## src/rns_basis_conversion_accumulate_assert.svh

```systemverilog
// assertion macros for the rns basis conversion block
// expects clk and arst_n in the scope of the including module
`ifndef RNS_BASIS_CONVERSION_ACCUMULATE_ASSERT_SVH
`define RNS_BASIS_CONVERSION_ACCUMULATE_ASSERT_SVH

`ifndef SYNTHESIS
`define RBCA_ASSERT_IMPL(label, ante, cons) \
	label: assert property (@(posedge clk) disable iff (!arst_n) (ante) |-> (cons)) \
		else $error("assertion failed: label");
`define RBCA_ASSERT_NEXT(label, ante, cons) \
	label: assert property (@(posedge clk) disable iff (!arst_n) (ante) |=> (cons)) \
		else $error("assertion failed: label");
`else
`define RBCA_ASSERT_IMPL(label, ante, cons)
`define RBCA_ASSERT_NEXT(label, ante, cons)
`endif

`endif

```

## src/rbca_pkg.sv

```systemverilog
// shared types, constants and helpers for the rns basis conversion block
// no dependencies
package rbca_pkg;

	localparam int unsigned DATA_W = 61;
	localparam int unsigned WIDE_W = 128;
	localparam int unsigned HALF_W = 32;
	localparam int unsigned PP_W = 2 * HALF_W;
	localparam int unsigned PROD_W = 2 * DATA_W;
	localparam int unsigned STEP_W = 8;
	localparam int unsigned APB_AW = 4;
	localparam int unsigned APB_DW = 64;

	localparam logic [STEP_W-1:0] PROD_STEPS = STEP_W'(PROD_W);
	localparam logic [STEP_W-1:0] ACC_STEPS = STEP_W'(WIDE_W);

	localparam logic REG_DST = 1'b0;
	localparam logic [DATA_W-1:0] DST_RESET = DATA_W'(2);

	typedef enum logic [2:0] {
		ST_IDLE,
		ST_MUL1,
		ST_RED1,
		ST_MUL2,
		ST_RED2,
		ST_OUT
	} state_t;

	// partial product select: {a half, b half}
	typedef enum logic [1:0] {
		PP_LL,
		PP_LH,
		PP_HL,
		PP_HH
	} pp_sel_t;

	typedef struct packed {
		logic            vld;
		pp_sel_t         sel;
		logic [PP_W-1:0] pp;
	} pp_t;

	typedef struct packed {
		logic              start;
		logic [STEP_W-1:0] steps;
	} red_req_t;

	typedef struct packed {
		logic busy;
		logic done;
	} red_sts_t;

	function automatic logic [WIDE_W-1:0] pp_align(input pp_t p);
		logic [WIDE_W-1:0] r;
		case (p.sel)
			PP_LL: r = {{(WIDE_W-PP_W){1'b0}}, p.pp};
			PP_LH, PP_HL: r = {{(WIDE_W-PP_W-HALF_W){1'b0}}, p.pp, {HALF_W{1'b0}}};
			PP_HH: r = {p.pp, {(WIDE_W-PP_W){1'b0}}};
			default: r = '0;
		endcase
		return r;
	endfunction

endpackage

```

## src/rbca_mul.sv

```systemverilog
// 61x61 multiplier built from one 32x32 multiplier, one partial product a cycle
// depends on rbca_pkg
module rbca_mul (
	input  logic                       clk,
	input  logic                       arst_n,
	input  logic                       start,
	input  logic [rbca_pkg::DATA_W-1:0] a,
	input  logic [rbca_pkg::DATA_W-1:0] b,
	output rbca_pkg::pp_t              pp
);

	logic [rbca_pkg::DATA_W-1:0] a_q, b_q;
	rbca_pkg::pp_sel_t           sel_q, sel_s1;
	logic                        busy_q, vld_s1;
	logic [rbca_pkg::HALF_W-1:0] a_half, b_half;
	logic [rbca_pkg::PP_W-1:0]   pp_s1;

	always_comb begin
		a_half = sel_q[1] ? {{(rbca_pkg::HALF_W*2-rbca_pkg::DATA_W){1'b0}},
			a_q[rbca_pkg::DATA_W-1:rbca_pkg::HALF_W]} : a_q[rbca_pkg::HALF_W-1:0];
		b_half = sel_q[0] ? {{(rbca_pkg::HALF_W*2-rbca_pkg::DATA_W){1'b0}},
			b_q[rbca_pkg::DATA_W-1:rbca_pkg::HALF_W]} : b_q[rbca_pkg::HALF_W-1:0];
	end

	always_ff @(posedge clk or negedge arst_n) begin
		if (!arst_n) begin
			busy_q <= 1'b0;
			sel_q  <= rbca_pkg::PP_LL;
			sel_s1 <= rbca_pkg::PP_LL;
			vld_s1 <= 1'b0;
		end else begin
			vld_s1 <= busy_q;
			sel_s1 <= sel_q;
			if (start) begin
				busy_q <= 1'b1;
				sel_q  <= rbca_pkg::PP_LL;
			end else if (busy_q) begin
				sel_q <= rbca_pkg::pp_sel_t'(sel_q + 2'd1);
				if (sel_q == rbca_pkg::PP_HH) begin
					busy_q <= 1'b0;
				end
			end
		end
	end

	always_ff @(posedge clk) begin
		if (start) begin
			a_q <= a;
			b_q <= b;
		end
		pp_s1 <= a_half * b_half;
	end

	assign pp.vld = vld_s1;
	assign pp.sel = sel_s1;
	assign pp.pp  = pp_s1;

endmodule

```

## config.mk

```make
export PLATFORM = sky130hd
export DESIGN_NAME = rbca_mul
export DESIGN_NICKNAME = d
export VERILOG_FILES = /design/src/rns_basis_conversion_accumulate_assert.svh /design/src/rbca_pkg.sv /design/src/rbca_mul.sv
export SDC_FILE = /design/constraint.sdc
export NUM_CORES = 2
export LEC_CHECK = 0
export BUFFER_PORTS_ARGS = -buffer_cell sky130_fd_sc_hd__buf_2
export CAP_MARGIN = 0
export CELL_PAD_IN_SITES_DETAIL_PLACEMENT = 1
export CELL_PAD_IN_SITES_GLOBAL_PLACEMENT = 1
export CORE_ASPECT_RATIO = 0.9
export CORE_UTILIZATION = 55
export DETAILED_ROUTE_END_ITERATION = 12
export PLACE_DENSITY_LB_ADDON = 0.25
export SKIP_LAST_GASP = 1
export SYNTH_ARGS = -nofsm -noshare
export SYNTH_HDL_FRONTEND = slang
export SYNTH_SLANG_ARGS = --single-unit
```

## constraint.sdc

```tcl
create_clock -name clk -period 23.2 [get_ports clk]
set_input_delay 3.48 -clock clk [delete_from_list [all_inputs] [get_ports clk]]
set_output_delay 3.48 -clock clk [all_outputs]
set_load 0.02 [all_outputs]
```

=== Word-level counts from Yosys, hierarchy flattened ===
Cells that the tools add are included.

* Register bits after elaboration: 192
* Bits of input ports: 125
* Output and inout bits: 67
* Logic and storage cells: 18

* $add $sub $neg: 1
* Multipliers: 1
* Equal/unequal tests: 1
* Mux-type cells: 7
* Reductions and logical operators: 1

{| class="wikitable"
|+ Operators by type and width
! cell !! number
|-
| $mul A32 B32 Y64 || 1
|-
| $mux W32 || 2
|-
| $mux W2 || 2
|-
| $mux W1 || 3
|-
| $add A2 B1 Y2 const B || 1
|-
| $eq A2 B2 Y1 const B || 1
|-
| $reduce_bool A2 Y1 || 1
|}

=== Longest topological paths before layout ===
* Depth after elaboration: 4
* Gate-level depth with buffers: 30
* Gate-level depth less buffers: 27

=== Worst setup path after synthesis ===
OpenSTA, ideal clock, no wires.

* Kind: flip-flop to flip-flop
* From: register sel_q[0]
* To: register pp_s1[56] (netlist name)
* Setup time: 0.120 ns
* Data arrival time: 8.208 ns
* Required time: 23.080 ns
* Slack: 14.872 ns
* Cell stages (with the launch flop): 29
* Buffers on the path: 3
* Period minus slack after synthesis: 8.328 ns
* Cell sequence: dfrtp_1 clkbuf_1 clkbuf_1 mux2i_1 clkbuf_1 nor2_1 fa_1 fa_1 fa_1 inv_1 fa_1 inv_1 fa_1 inv_1 fa_1 inv_1 fa_1 fa_1 ha_1 nand2_1 a21o_1 a211o_1 a21oi_2 nand4_2 o31ai_4 a21oi_2 o21ai_4 a41oi_1 xnor2_1

* Word-level cells in the longest chain between the ends: 2

{| class="wikitable"
|+ RTL lines
! what !! RTL line !! RTL
|-
| start: declaration || rbca_mul.sv:13 || <nowiki>rbca_pkg::pp_sel_t sel_q, sel_s1;</nowiki>
|-
| start signal: assignment || rbca_mul.sv:28 || <nowiki>sel_q <= rbca_pkg::PP_LL;</nowiki>
|-
| start signal: assignment || rbca_mul.sv:36 || <nowiki>sel_q <= rbca_pkg::PP_LL;</nowiki>
|-
| start signal: assignment || rbca_mul.sv:38 || <nowiki>sel_q <= rbca_pkg::pp_sel_t'(sel_q + 2'd1);</nowiki>
|-
| $mux W32 || rbca_mul.sv:21 || <nowiki>b_half = sel_q[0] ? {{(rbca_pkg::HALF_W*2-rbca_pkg::DATA_W){1'b0}},</nowiki>
|-
| $mul A32 B32 Y64 || rbca_mul.sv:51 || <nowiki>pp_s1 <= a_half * b_half;</nowiki>
|-
| end signal: assignment || rbca_mul.sv:51 ||
|-
| end: declaration || rbca_mul.sv:16 || <nowiki>logic [rbca_pkg::PP_W-1:0] pp_s1;</nowiki>
|}

No other way between the ends.
A chain may end at the register's enable or synchronous reset.

=== Final worst setup path ===
* From: register sel_q[1]
* To: register pp_s1[57] (netlist name)

* Word-level cells in the longest chain between the ends: 2

{| class="wikitable"
|+ RTL lines
! what !! RTL line !! RTL
|-
| $mux W32 || rbca_mul.sv:19 || <nowiki>a_half = sel_q[1] ? {{(rbca_pkg::HALF_W*2-rbca_pkg::DATA_W){1'b0}},</nowiki>
|-
| $mul A32 B32 Y64 || rbca_mul.sv:51 ||
|}

No other way between the ends.

==> Flow_metrics.wiki <==
{| class="wikitable"
! Metric !! Value
|-
| Total number of yosys warnings || 0
|-
| Asr flop ratio synth || 3.13%
|-
| Post-detail-place hpwl || 107,000 um
|-
| R2R Setup Slk || 13.31 ns
|-
| Max-cap check violation count || 0
|-
| Detailed-route via count || 29,698
|-
| Width of the die || 279 um
|-
| Sequential fraction of the synthesis area || 13.4%
|-
| Post-layout nets || 5,319
|-
| Cell types with the highest counts after synthesis || 896 x sky130_fd_sc_hd__fa_1, 846 x sky130_fd_sc_hd__inv_1, 650 x sky130_fd_sc_hd__nor2_1
|-
| Die Height || 251 um
|-
| Mapped cell area || 0.0380 mm2
|-
| Sinks on Clock Net || 192
|-
| Number of port buffers || 191
|-
| Clock-pin slew on the worst setup and hold paths || 0.10 ns
|-
| Highest clock rate || 101 MHz
|-
| Most frequent cell after synthesis || sky130_fd_sc_hd__fa_1
|-
| Worst path arrival time || 10.34 ns
|-
| Fill count || 7,711
|-
| Share of cells above drive strength 1 || 10.2%
|-
| Number of cells upsized or downsized after cts || 0
|-
| Post-Syn Instances || 3,932
|-
| Max-Slew Margin vs Limit || 33.2%
|-
| Aggregate global-route resource usage || 41.6%
|-
| DRC errors left || 0
|-
| Routed wire per std cell || 28.1 um
|-
| Portion of the clock cycle consumed by the worst path in the final layout || 42.6%
|-
| Io pins || 192
|-
| Met2 routed wirelength || 61,600 um
|-
| EDFF count, synth || 122
|-
| DIE AREA || 0.0701 mm2
|-
| TritonCTS clock tree || done
|-
| Number of buffers added by the clock tree synthesis step || 17
|-
| RSZ-0062 raised after global routing || false
|-
| Transition time of the tightest slew-check pin || 1.00 ns
|-
| Min-Delay Startpoint || busy_q$_DFF_PN0_
|-
| Largest net degree at the start of global routing || 78
|-
| Number of DRC markers in iteration 0 || 3,062
|-
| Residual overflow from global routing || 0
|-
| Length of the first detailed-routing pass in iterations || 6
|-
| First-pass GRT wire length || 210,000 um
|-
| H-tree Lvls || 4
|-
| Initial Util || 55.5%
|-
| Per-instance average area after synthesis || 9.66 um2
|-
| Number of buffers inserted to repair setup after CTS || 0
|-
| Worst r2r dst || pp_s1[57]$_DFF_P_
|-
| Total met3 wirelength after detailed routing || 17,900 um
|-
| Clock latency at the later pin of the worst-skew pair || 0.53 ns
|-
| Number of buffers inserted for hold repair after clock tree synthesis || 0
|-
| Leading area contributor after synthesis || sky130_fd_sc_hd__fa_1
|-
| Count of standard-cell rows || 91
|-
| Routed metal-1 wire length || 51,500 um
|-
| Final max-slew violation count || 0
|-
| Class of the most critical setup path || register to register
|-
| Leading post-synthesis cells by cell area || sky130_fd_sc_hd__fa_1 47%, sky130_fd_sc_hd__edfxtp_1 9.6%, sky130_fd_sc_hd__ha_1 8.7%, sky130_fd_sc_hd__inv_1 8.4%, sky130_fd_sc_hd__nor2_1 6.4%
|-
| Nature of the critical path startpoint || register
|-
| Req. time, crit path || 23.65 ns
|-
| Main synth FF type || sky130_fd_sc_hd__edfxtp_1
|-
| Crit path from || sel_q[1]$_DFFE_PN0P_
|-
| Launch instance of the worst register-to-register path || sel_q[1]$_DFFE_PN0P_
|-
| Max layer used || met5
|-
| Min Hold Slack || 0.494 ns
|-
| CP Max Fanout || 45
|-
| Worst min path class || register to register
|-
| Crit end category || register
|-
| Syn_nets || 5,217
|-
| Hold Fails Final Rpt || 0
|-
| Endpoint of the worst hold-timing path || vld_s1$_DFF_PN0_
|-
| Final setup viols || 0
|-
| Vias in the first global route || 33,765
|-
| WHS Path Cells || 0
|-
| Count of cell types in the netlist || 67
|-
| Reg2reg path depth || 25
|-
| Area share of the leading cell type in the synthesized netlist || 47.2%
|-
| Total wirelength of the detailed-routed design || 140,000 um
|-
| Core Region || 0.0684 mm2
|-
| Worst clock skew || 0.0305 ns
|-
| Clock period minus final worst setup slack || 9.89 ns
|-
| Placer congestion estimate || 0.982
|-
| Antenna violations before repair || 3
|-
| Run status || finished, final reports clean
|-
| Final cell utilization of the core || 59.6%
|-
| Number of flip-flops and latches in the synthesized netlist || 192
|-
| Maximum clock path buffer count || 2
|-
| Clock tree root driver cell || sky130_fd_sc_hd__clkbuf_16
|-
| Via count normalized by instance count || 5.96
|-
| Post-route ant nets || 0
|-
| Setup TNS || 0 ns
|-
| Synth-to-layout area growth || 7.42%
|}
per-stage QoR:
stage	setup WS (ns)	std cells	instance area (um2)
2_1_floorplan	14.87	3932	38000
3_3_place_gp	13.80	4945	40100
3_5_place_dp	13.59	4945	40100
4_1_cts	13.53	4977	40800
5_1_grt	13.12	4977	40800
6_report	13.31	4979	40800
flip-flops by register name, indices dropped and copies added, names as in the netlist:
name and count:
busy_q 1, sel_s1 2, vld_s1 1, sel_q 2, pp_s1 64, a_q 61, b_q 61
critical path, cell delays in order (launching register included):
cell and delay, ns:
sky130_fd_sc_hd__dfrtp_4 0.75, sky130_fd_sc_hd__buf_4 0.72, sky130_fd_sc_hd__mux2i_2 0.29, sky130_fd_sc_hd__buf_4 0.44, sky130_fd_sc_hd__nor2_1 0.14, sky130_fd_sc_hd__fa_1 0.56, sky130_fd_sc_hd__inv_1 0.06, sky130_fd_sc_hd__fa_1 0.49
sky130_fd_sc_hd__fa_1 0.46, sky130_fd_sc_hd__fa_1 0.55, sky130_fd_sc_hd__inv_1 0.06, sky130_fd_sc_hd__fa_1 0.49, sky130_fd_sc_hd__fa_1 0.54, sky130_fd_sc_hd__fa_1 0.60, sky130_fd_sc_hd__fa_1 0.46, sky130_fd_sc_hd__ha_1 0.42
sky130_fd_sc_hd__a21oi_1 0.28, sky130_fd_sc_hd__o21ai_1 0.18, sky130_fd_sc_hd__o21a_1 0.23, sky130_fd_sc_hd__nor3_1 0.50, sky130_fd_sc_hd__nor3_1 0.13, sky130_fd_sc_hd__a21oi_2 0.48, sky130_fd_sc_hd__o31ai_2 0.13, sky130_fd_sc_hd__a221o_1 0.39
sky130_fd_sc_hd__a31oi_1 0.22, sky130_fd_sc_hd__xnor2_1 0.13
worst max path at each step:
stage	end	slack [ns]	cells past startpoint
2_1_floorplan	pp_s1[56]$_DFF_P_	14.87	28
6_report	pp_s1[57]$_DFF_P_	13.31	25
3_5_place_dp	pp_s1[57]$_DFF_P_	13.59	25
5_1_grt	pp_s1[61]$_DFF_P_	13.12	26
4_1_cts	pp_s1[57]$_DFF_P_	13.53	25
3_3_place_gp	pp_s1[57]$_DFF_P_	13.80	25
cell type report:
type	count	area, um2	share of cell area (%)
tap	930	1160	2.85
clock inverter	15	221	0.543
timing repair buffer	262	1490	3.66
multi-input combinational	2715	29200	71.6
inverter	846	3180	7.79
sequential	192	5100	12.5
antenna	2	5.00	0.0123
clock buffer	17	425	1.04
logic make-up (layout without fill, tap and decap cells):
logic type,after synthesis,after routing,share of synthesized area [%]
multiplexers,115,115,3.21
XOR/XNOR,63,63,1.45
AO/OA/AOI/OAI,191,191,3.56
other,0,2,0
flip-flops,192,192,13.4
AND/OR/NAND/NOR,1186,1186,12.2
buffers and inverters,1025,1140,10.2
adder cells (fa/ha/maj),1160,1160,55.9
placed cells by master (no fill, tap or decap), types with 3 or more instances in the layout:
cell type	Yosys	final
sky130_fd_sc_hd__fa_1	896	896
sky130_fd_sc_hd__inv_1	846	846
sky130_fd_sc_hd__nor2_1	650	650
sky130_fd_sc_hd__nand2_1	453	453
sky130_fd_sc_hd__ha_1	264	264
sky130_fd_sc_hd__buf_2	4	190
sky130_fd_sc_hd__edfxtp_1	122	122
sky130_fd_sc_hd__buf_4	1	72
sky130_fd_sc_hd__dfxtp_1	64	64
sky130_fd_sc_hd__a21oi_1	62	62
sky130_fd_sc_hd__mux2_2	55	55
sky130_fd_sc_hd__xnor2_1	39	39
sky130_fd_sc_hd__mux2i_2	0	32
sky130_fd_sc_hd__a21o_1	31	31
sky130_fd_sc_hd__xor2_1	24	24
sky130_fd_sc_hd__mux2i_1	60	23
sky130_fd_sc_hd__o21ai_0	20	20
sky130_fd_sc_hd__clkbuf_16	0	17
sky130_fd_sc_hd__nand2b_1	16	16
sky130_fd_sc_hd__nand3_1	15	15
sky130_fd_sc_hd__o21ai_1	13	13
sky130_fd_sc_hd__nor2b_1	13	12
sky130_fd_sc_hd__o21bai_1	11	11
sky130_fd_sc_hd__nand4_1	8	8
sky130_fd_sc_hd__nor3_1	8	8
sky130_fd_sc_hd__and3_1	6	6
sky130_fd_sc_hd__o21a_1	6	6
sky130_fd_sc_hd__and2_1	6	6
sky130_fd_sc_hd__a31oi_1	6	6
sky130_fd_sc_hd__inv_12	0	6
sky130_fd_sc_hd__mux2i_4	0	5
sky130_fd_sc_hd__a211o_1	4	4
sky130_fd_sc_hd__a21oi_2	4	4
sky130_fd_sc_hd__dfrtp_1	6	4
sky130_fd_sc_hd__a221o_1	3	3
sky130_fd_sc_hd__and4_1	3	3
sky130_fd_sc_hd__o211ai_1	3	3
sky130_fd_sc_hd__inv_8	0	3
routing by layer:
layer | vias up | track usage [%]
met5 | - | 0
met4 | 4 | 22.3
met3 | 488 | 12.9
met2 | 1904 | 62.4
met1 | 15470 | 54.0
li1 | 11832 | -
Power is left out: the tool's default activity adds up to more than one toggle a clock period on the data nets, which glitch-free logic cannot reach.
