===== src/rns_basis_conversion_accumulate_assert.svh =====
// assertion macros for the rns basis conversion block
// expects clk and arst_n in the scope of the including module
`ifndef RNS_BASIS_CONVERSION_ACCUMULATE_ASSERT_SVH
`define RNS_BASIS_CONVERSION_ACCUMULATE_ASSERT_SVH

`ifndef SYNTHESIS
`define RBCA_ASSERT_IMPL(label, ante, cons) \
	label: assert property (@(posedge clk) disable iff (!arst_n) (ante) |-> (cons)) \
		else $error("assertion failed: label");
`define RBCA_ASSERT_NEXT(label, ante, cons) \
	label: assert property (@(posedge clk) disable iff (!arst_n) (ante) |=> (cons)) \
		else $error("assertion failed: label");
`else
`define RBCA_ASSERT_IMPL(label, ante, cons)
`define RBCA_ASSERT_NEXT(label, ante, cons)
`endif

`endif


===== src/rbca_pkg.sv =====
// shared types, constants and helpers for the rns basis conversion block
// no dependencies
package rbca_pkg;

	localparam int unsigned DATA_W = 61;
	localparam int unsigned WIDE_W = 128;
	localparam int unsigned HALF_W = 32;
	localparam int unsigned PP_W = 2 * HALF_W;
	localparam int unsigned PROD_W = 2 * DATA_W;
	localparam int unsigned STEP_W = 8;
	localparam int unsigned APB_AW = 4;
	localparam int unsigned APB_DW = 64;

	localparam logic [STEP_W-1:0] PROD_STEPS = STEP_W'(PROD_W);
	localparam logic [STEP_W-1:0] ACC_STEPS = STEP_W'(WIDE_W);

	localparam logic REG_DST = 1'b0;
	localparam logic [DATA_W-1:0] DST_RESET = DATA_W'(2);

	typedef enum logic [2:0] {
		ST_IDLE,
		ST_MUL1,
		ST_RED1,
		ST_MUL2,
		ST_RED2,
		ST_OUT
	} state_t;

	// partial product select: {a half, b half}
	typedef enum logic [1:0] {
		PP_LL,
		PP_LH,
		PP_HL,
		PP_HH
	} pp_sel_t;

	typedef struct packed {
		logic            vld;
		pp_sel_t         sel;
		logic [PP_W-1:0] pp;
	} pp_t;

	typedef struct packed {
		logic              start;
		logic [STEP_W-1:0] steps;
	} red_req_t;

	typedef struct packed {
		logic busy;
		logic done;
	} red_sts_t;

	function automatic logic [WIDE_W-1:0] pp_align(input pp_t p);
		logic [WIDE_W-1:0] r;
		case (p.sel)
			PP_LL: r = {{(WIDE_W-PP_W){1'b0}}, p.pp};
			PP_LH, PP_HL: r = {{(WIDE_W-PP_W-HALF_W){1'b0}}, p.pp, {HALF_W{1'b0}}};
			PP_HH: r = {p.pp, {(WIDE_W-PP_W){1'b0}}};
			default: r = '0;
		endcase
		return r;
	endfunction

endpackage


===== src/rbca_mod.sv =====
// bit-serial restoring reducer: wide word mod a 61-bit modulus, one bit a cycle
// depends on rbca_pkg
module rbca_mod (
	input  logic                        clk,
	input  logic                        arst_n,
	input  rbca_pkg::red_req_t          req,
	input  logic [rbca_pkg::WIDE_W-1:0] dividend,
	input  logic [rbca_pkg::DATA_W-1:0] modulus,
	output rbca_pkg::red_sts_t          sts,
	output logic [rbca_pkg::DATA_W-1:0] rem
);

	logic [rbca_pkg::WIDE_W-1:0] sh_q;
	logic [rbca_pkg::DATA_W-1:0] m_q, r_q, r_nxt;
	logic [rbca_pkg::STEP_W-1:0] cnt_q;
	logic                        busy_q, done_q;
	logic [rbca_pkg::DATA_W:0]   trial, diff;

	always_comb begin
		trial = {r_q, sh_q[rbca_pkg::WIDE_W-1]};
		diff  = trial - {1'b0, m_q};
		r_nxt = (trial >= {1'b0, m_q}) ? diff[rbca_pkg::DATA_W-1:0]
			: trial[rbca_pkg::DATA_W-1:0];
	end

	always_ff @(posedge clk or negedge arst_n) begin
		if (!arst_n) begin
			busy_q <= 1'b0;
			done_q <= 1'b0;
			cnt_q  <= '0;
		end else begin
			done_q <= 1'b0;
			if (req.start) begin
				busy_q <= 1'b1;
				cnt_q  <= req.steps;
			end else if (busy_q) begin
				cnt_q <= cnt_q - 1'b1;
				if (cnt_q == rbca_pkg::STEP_W'(1)) begin
					busy_q <= 1'b0;
					done_q <= 1'b1;
				end
			end
		end
	end

	always_ff @(posedge clk) begin
		if (req.start) begin
			sh_q <= dividend;
			m_q  <= modulus;
			r_q  <= '0;
		end else if (busy_q) begin
			sh_q <= {sh_q[rbca_pkg::WIDE_W-2:0], 1'b0};
			r_q  <= r_nxt;
		end
	end

	assign sts.busy = busy_q;
	assign sts.done = done_q;
	assign rem      = r_q;

endmodule

===== config.mk =====
export PLATFORM = sky130hd
export DESIGN_NAME = rbca_mod
export DESIGN_NICKNAME = d
export VERILOG_FILES = /design/src/rns_basis_conversion_accumulate_assert.svh /design/src/rbca_pkg.sv /design/src/rbca_mod.sv
export SDC_FILE = /design/constraint.sdc
export NUM_CORES = 1
export LEC_CHECK = 0
export BUFFER_PORTS_ARGS = -buffer_cell sky130_fd_sc_hd__buf_2
export CORE_ASPECT_RATIO = 0.7
export CORE_MARGIN = 4
export CORE_UTILIZATION = 50
export CTS_CLUSTER_DIAMETER = 30
export DETAILED_ROUTE_END_ITERATION = 12
export GPL_TIMING_DRIVEN = 1
export HOLD_SLACK_MARGIN = 0.05
export PLACE_DENSITY = 0.71
export SLEW_MARGIN = 10
export SYNTH_ARGS = -nofsm -noshare
export SYNTH_HDL_FRONTEND = slang
export SYNTH_SLANG_ARGS = --single-unit

===== constraint.sdc =====
create_clock -name clk -period 8.2 [get_ports clk]
set_input_delay 0.41 -clock clk [delete_from_list [all_inputs] [get_ports clk]]
set_output_delay 0.41 -clock clk [all_outputs]
set_load 0.01 [all_outputs]

# --- After elaboration in Yosys (flattened, before gate mapping) ---
# Cells that the tools add are included.
totals:
  elab_cells: 22
  regBits: 260
  in_bits: 200
op_classes:
  n_mux: 11
  n_eq_ne: 1
  reduce_logical: 1
  n_lt_le_gt_ge: 1
  n_addsub: 2
ops:
  columns: ["operator", "count"]
  rows:
  - ["2-to-1 mux 128 bit", 2]
  - [">= comparator 62 x 61 -> 1 bit", 1]
  - ["2-to-1 mux 61 bit", 1]
  - ["subtractor 61 bit", 1]
  - ["2-to-1 mux 8 bit", 2]
  - ["equality test 8 x 1 -> 1 bit, second input constant", 1]
  - ["subtractor 8 x 1 -> 8 bit, second input constant", 1]
  - ["2-to-1 mux 1 bit", 6]
  - ["nonzero test 2 bit", 1]

# --- Logic depth before layout (Yosys ltp) ---
# Gate-level depths: netlist (run 1).
depth:
  word_depth: 4
  ltp_mapped: 17

# --- Worst setup path after synthesis (run 1) ---
# No wires, ideal clock.
synth_timing:
  path_kind: "in2reg"
  start: "input port req[8] (netlist bit)"
  end: "register sh_q[0] (netlist bit), enable pin"
  arrival_ns: 3.450
  cell_stages: 4
  setup_time_ns: 0.480
  slack_ns: 4.269
  cell_sequence: "clkbuf_1 nor2_1 clkbuf_1 inv_1"
synth_via:
  elab_chain_cells: 1
synth_rtl:
  columns: ["item", "line_no", "source"]
  rows:
  - ["start: declaration", "rbca_mod.sv:6", "input rbca_pkg::red_req_t req,"]
  - ["nonzero test 2 bit (no line)", null, null]
  - ["end signal: assignment", "rbca_mod.sv:48", "sh_q <= dividend;"]
  - ["end signal: assignment", "rbca_mod.sv:52", "sh_q <= {sh_q[rbca_pkg::WIDE_W-2:0], 1'b0};"]
  - ["end: declaration", "rbca_mod.sv:13", "logic [rbca_pkg::WIDE_W-1:0] sh_q;"]
# Every way passes these cells.
# A chain may end at the register's enable or synchronous reset.

# --- Worst setup path in the final report (run 1) ---
layout_timing:
  start: "register sh_q[127] (netlist bit)"
  end: "register r_q (netlist bit rem[20])"
layout_via:
  elab_chain_cells: 2
  elab_cells_between_ends: 3
layout_rtl:
  columns: ["item", "line_no", "source"]
  rows:
  - ["subtractor 61 bit or >= comparator 62 x 61 -> 1 bit (tied branches)", "rbca_mod.sv:21, rbca_mod.sv:22", null]
  - ["2-to-1 mux 61 bit *", "rbca_mod.sv:22", "r_nxt = (trial >= {1'b0, m_q}) ? diff[rbca_pkg::DATA_W-1:0]"]
  - ["end signal: assignment", "rbca_mod.sv:53", "r_q <= r_nxt;"]
  - ["end: declaration", "rbca_mod.sv:14", "logic [rbca_pkg::DATA_W-1:0] m_q, r_q, r_nxt;"]
# Mark *: on every way between the ends. The rest lies on a longest branch, timed or not.

==> reports/qor.txt, run 1 <==
core area: 28000 µm²
Inserted Clock Buffers: 46
Tcrit/Tclk final: 49.8%
status: finished clean
Max-slew headroom: 29.7%
initial antenna violation count: 7
site row count: 51
Register Area: 7150 µm²
Fmax: 245 MHz
most frequent cells in the layout: buf_2, edfxtp_1, mux2_2
max-cap violations: 0
syn_area_per_cell: 11.0 µm²
fin cells: 2024
die span in x: 210 µm
Area growth syn-to-layout: 26.7%
DRT antenna net count: 0
Die Ht: 149 µm
YS warnings: 0
total gr overflow: 0
number of vias in the routed layout: 11.3k
average wire per standard cell: 18.9 µm
maximum root-to-sink buffer count: 3
RSZ-0062 raised after global routing: false
total setup buffers inserted after CTS: 0
actual slew at the worst max-slew pin: 1.03 ns
Req. time, crit path: 8.57 ns
DP Wirelength: 26700 µm
Overall Global Routing Usage: 23.7%
worst hold path type: in -> reg
pin count of the biggest net entering global routing: 104
IO Port Bufs: 262
first-pass GRT wire length: 60200 µm
Critical Path Slowest Stage Cell: buf_4
final worst slack: 4.11 ns
Most used DFF post-synth: edfxtp_1
Final TNS setup: 0 ns
vias in the first global route: 11.3k
Post-Synthesis Cells: 1299
CP max stage delay: 0.54 ns
worst skew pair latency: 0.56 ns
Root Buffer Master: clkbuf_16
leakage power: 7.85 nW
CTS Sinks: 260
Setup Skew: 0.0317 ns
Post-Syn Area: 14300 µm²
IO Count: 263
htree depth: 2
fillers: 2224
most common cell after layout, fill and taps aside: buf_2
Critical Path AT: 4.45 ns
drt pass-1 iters: 6
WP buf/inv: 2
Power Density: 342 nW/µm²
Placed Cells: 1869
clock-pin slew on the worst setup and hold paths: 0.06 ns
nets@finish: 1874
Tmin final: 4.09 ns
vias per inst: 5.58
GPL Wtd Cong: 0.914
Initial Util: 51.0%
CTS tree: yes
element type at the critical path end: flop
CP delay by family, top: compound AO/OA/AOI/OAI gates
area of the multi-input gates: 6550 µm²
Post-synth EDFFs: 189
Overall Power: 6.20 mW
Die Area: 31400 µm²
Yosys reg bits: 260
crit path max fanout: 31
drt total wl: 38200 µm
DRC viols: 0
share of cells above drive strength 1: 30.3%
crit start category: flop
sequential share of the synthesized area: 50.0%
ys async rst share: 3.85%
# setup viols final: 0
Place WS: 4.20 ns
CP Cell Sequence: inv_1, ha_1, fa_1, nor2b_1, o21a_1, a311o_1, a221oi_4, o211ai_4, o22ai_4, o21ai_2, a41o_2, buf_4, mux2i_1, a211oi_1
Hold Fails Final Rpt: 0
Pins Over Slew Limit: 0
Distinct cells, synth: 72
DR iter-0 viols: 1042
critical path class: reg -> reg
peak supply drop: 0.250 mV
Mapped Nets: 1563
where the power goes:
part	leakage (nW)	switching, mW	internal (mW)
Combinational	4.51	1.37	0.974
Sequential	2.57	0.199	1.67
Clock	0.771	0.710	1.27
Total	7.85	2.28	3.92
final cells by class:
type	count	share of cell area, %
diodes	5	0.0691
inverters	81	1.69
well taps	371	2.56
multi-input cells	887	36.1
flip-flops and latches	260	39.5
clock buffers	51	6.46
repair buffers	334	11.2
clock inverters	35	2.46
metal layers:
| metal | wire length, µm | global-route usage, % | part of all wire, % | vias to the layer above |
|---|---|---|---|---|
| met5 | 33 | 0 | 0.086 | - |
| met4 | 808 | 6.26 | 2.1 | 6 |
| met3 | 3450 | 7.27 | 9.0 | 67 |
| met2 | 16500 | 35.8 | 43 | 430 |
| met1 | 17400 | 33.6 | 46 | 5336 |
| li1 | - | - | - | 5447 |
tightest hold or removal path, delay by kind of cell:
kind	cells	cell delay, ns
AO/OA/AOI/OAI	1	0.08
buffers and inverters	1	0.07
AND/OR/NAND/NOR	1	0.05
through the flow:
stage	hold WS, ns	cell area (µm²)	util (%)
2_1_floorplan	0.114	14300	-
3_3_place_gp	0.275	15800	56.6
3_5_place_dp	0.281	15800	56.6
4_1_cts	0.0609	18100	64.6
5_1_grt	0.0604	18100	64.7
6_report	0.0938	18100	64.7
synthesized netlist by cell type, drive strengths merged (35+ instances only):
| master | instances | area [µm²] |
|---|---|---|
| ha | 63 | 788 |
| edfxtp | 189 | 5680 |
| dfxtp | 61 | 1220 |
| clkbuf | 60 | 226 |
| a21oi | 77 | 385 |
| nand2 | 94 | 355 |
| o21ai | 51 | 259 |
| nor2 | 88 | 330 |
| mux2 | 127 | 1430 |
| a21o | 35 | 263 |
| a211oi | 39 | 293 |
| nand3 | 44 | 220 |
| inv | 81 | 304 |
registers in the layout, summed over array words and instances (netlist names):
signal	cells
busy_q	1
cnt_q	8
done_q	1
m_q	61
rem	61
sh_q	128
path summary, 6_finish.rpt:
kind,from,slack [ns],end,cells after the start
min in group asynchronous,arst_n,0.26,cnt_q[4]$_DFFE_PN0P_,2
setup reg to reg,sh_q[127]$_DFFE_PP_,4.11,rem[20]$_SDFFE_PP0P_,14
hold reg to reg,rem[48]$_SDFFE_PP0P_,0.52,rem[48]$_SDFFE_PP0P_,2
max in group asynchronous,arst_n,7.70,busy_q$_DFF_PN0_,2
hold / removal,req[3],0.09,cnt_q[3]$_DFFE_PN0P_,3
setup / recovery,sh_q[127]$_DFFE_PP_,4.11,rem[20]$_SDFFE_PP0P_,14
timing repair:
item,4_1_cts,5_1_grt
gates resized for setup,0,0
hold endpoints to repair,73,0
hold buffers,64,0
cell families (layout without fill, tap and decap cells):
family	count (synthesis)	in the layout	synth area share (%)
AND/OR/NAND/NOR	317	317	10.5
AO/OA/AOI/OAI	287	287	13.7
flip-flops	260	260	50.0
multiplexers	159	159	12.2
buffers and inverters	152	501	4.27
adder cells (fa/ha/maj)	64	64	5.65
XOR/XNOR	60	60	3.67
other	0	5	0
No activity file was read; power rests on OpenSTA's default activity.
==> inputs of run 2 (changes only) <==
- PLACE_DENSITY: 0.71 -> 0.74
- clock period: 8.2 -> 3.67 ns (I/O delays scaled with it)
==> run 2 against run 1 <==
Net effect:
- clock-buffer cell count is 2 higher
- power up 130%
- hold slack better by 0.086 ns
- final cell count rose by 7.8%
- utilization increased by 5.8 points
- sequential cell count did not move
- first-iteration DRC count fell by 6.2%
- sequential power is 130% higher
- die area stayed put
- global-route usage rose by 3.3 points
- critical path type unchanged
- critical endpoint is now rem[19]$_SDFFE_PP0P_
==> reports/qor.txt, run 2 (same netlist as run 1, synthesis figures left out) <==
die span in x: 210 µm
Most flops, register: sh_q
site row count: 51
Tcrit/Tclk final: 95.4%
Die Area: 31400 µm²
Worst R2R Setup Slack: 0.17 ns
worst skew pair latency: 0.57 ns
htree depth: 2
Final TNS setup: 0 ns
first-pass GRT wire length: 67900 µm
Critical Path AT: 3.95 ns
drt pass-1 iters: 6
design area: 19700 µm²
vias per inst: 5.64
Max-slew headroom: 47.4%
DR iter-0 viols: 977
Hold Fails Final Rpt: 0
share of power burned in registers: 29.3%
nets@finish: 2031
pin count of the biggest net entering global routing: 128
IO Port Bufs: 262
core area: 28000 µm²
vias in the first global route: 12.5k
average wire per standard cell: 19.9 µm
R2R cell count: 14
crit path max fanout: 48
Root Buffer Master: clkbuf_16
DRC viols: 0
most frequent cells in the layout: buf_2, dlygate4sd3_1, edfxtp_1
Critical Path Slowest Stage Cell: edfxtp_1
Overall Global Routing Usage: 27.1%
number of vias in the routed layout: 12.3k
actual slew at the worst max-slew pin: 0.789 ns
Tmin final: 3.50 ns
Die Ht: 149 µm
Setup Skew: 0.0268 ns
total gr overflow: 0
Worst R2R End: rem[19]$_SDFFE_PP0P_
GPL Wtd Cong: 0.970
Placed Area: 16000 µm²
peak supply drop: 0.490 mV
Comb power frac: 38.7%
net switching fraction of the power: 36.9%
DRT antenna net count: 0
Net Sw Power: 5.31 mW
# setup viols final: 0
Power Density: 729 nW/µm²
critical path class: reg -> reg
Pins Over Slew Limit: 0
R2R Path Start: sh_q[127]$_DFFE_PP_
clock-pin slew on the worst setup and hold paths: 0.05 ns
leakage power: 8.57 nW
IO Count: 263
CP Cell Sequence: inv_1, ha_1, fa_1, nor2b_2, o21a_1, a311o_1, a221oi_4, o211ai_4, o22ai_4, o21ai_4, a41o_2, buf_12, mux2i_1, a211oi_1
Inserted Clock Buffers: 49
Overall Power: 14.4 mW
Initial Util: 51.0%
Req. time, crit path: 4.11 ns
DP Wirelength: 27100 µm
element type at the critical path end: flop
Critical Path End: rem[19]$_SDFFE_PP0P_
CTS Sinks: 260
CP startpoint: sh_q[127]$_DFFE_PP_
CTS tree: yes
crit start category: flop
Largest register FFs: 128
Area growth syn-to-layout: 38.1%
Fmax: 286 MHz
maximum root-to-sink buffer count: 3
initial antenna violation count: 5
max-cap violations: 0
CP max stage delay: 0.38 ns
Core Util, Final: 70.5%
share of cells above drive strength 1: 29.1%
most common cell after layout, fill and taps aside: buf_2
drt total wl: 43500 µm
Internal Power: 9.08 mW
clock network fraction of total power: 32.0%
status: finished clean
worst hold path type: in -> reg
## run 2: changes by cell type in the layout (fill, tap and decap cells not counted), sizes merged, moves of 2 or more
cell         before  now
dlygate4sd3      64  199
clkinv           14   19
clkbuf           51   53
inv              90   88
buf             270  289
## run 2: metrics by stage
step / setup WS, ns / cells / hold WS [ns]
2_1_floorplan: 0.183 / 1299 / -0.112
3_3_place_gp: 0.273 / 1885 / 0.0521
3_5_place_dp: 0.196 / 1885 / 0.0574
4_1_cts: 0.171 / 2175 / 0.165
5_1_grt: -0.00773 / 2182 / 0.192
6_report: 0.169 / 2182 / 0.180
## run 2: how the worst min path moves through the flow
stage          startpoint                    to  slack (ns)  depth (start not counted)
2_1_floorplan      arst_n      busy_q$_DFF_PN0_       -0.11                          0
3_3_place_gp       arst_n  cnt_q[5]$_DFFE_PN0P_        0.05                          1
3_5_place_dp       arst_n  cnt_q[5]$_DFFE_PN0P_        0.06                          1
4_1_cts            req[8]  cnt_q[2]$_DFFE_PN0P_        0.16                          3
5_1_grt            req[8]      m_q[6]$_DFFE_PP_        0.19                          1
6_report           req[8]      m_q[6]$_DFFE_PP_        0.18                          1
## run 2: routing by layer
layer	vias to the layer above	wire length, µm	track usage (%)	share of wire (%)
met5	-	7	0	0.016
met4	2	1710	9.85	3.9
met3	127	3760	6.73	8.7
met2	613	19600	43.4	45
met1	5809	18400	36.1	42
li1	5765	-	-	-
## run 2: layout make-up
cell class                 count  area [µm²]
fill                        1938        8270
clock buffer                  53        1250
inverter                      81         308
timing repair buffer         488        3570
tap                          371         464
antenna                        4        10.0
clock inverter                38         430
sequential                   260        7150
multi-input combinational    887        6570
## run 2: power by group through the flow
stage	Combinational (mW)	Clock [mW]	Sequential [mW]
2_1_floorplan	3.66	0	4.24
3_3_place_gp	5.14	0	4.21
3_5_place_dp	5.23	0	4.23
4_1_cts	5.45	4.64	4.19
5_1_grt	6.07	4.82	4.28
6_report	5.57	4.60	4.22
## run 2: timing repair
| action | CTS | global route |
|---|---|---|
| hold buffers | 199 | 0 |
| setup endpoints to repair | 0 | 12 |
| gates resized for setup | 0 | 4 |
| hold endpoints to repair | 207 | 0 |
| setup buffers | 0 | 3 |
## run 2: critical path: cells and delay by family (launching register included)
| kind | cells | cell delay [ns] |
|---|---|---|
| muxes | 1 | 0.15 |
| AOI/OAI and AO/OA | 8 | 2.07 |
| buffers and inverters | 2 | 0.29 |
| DFF | 1 | 0.38 |
| adders and majority gates | 2 | 0.41 |
| and+or+nand+nor | 1 | 0.06 |
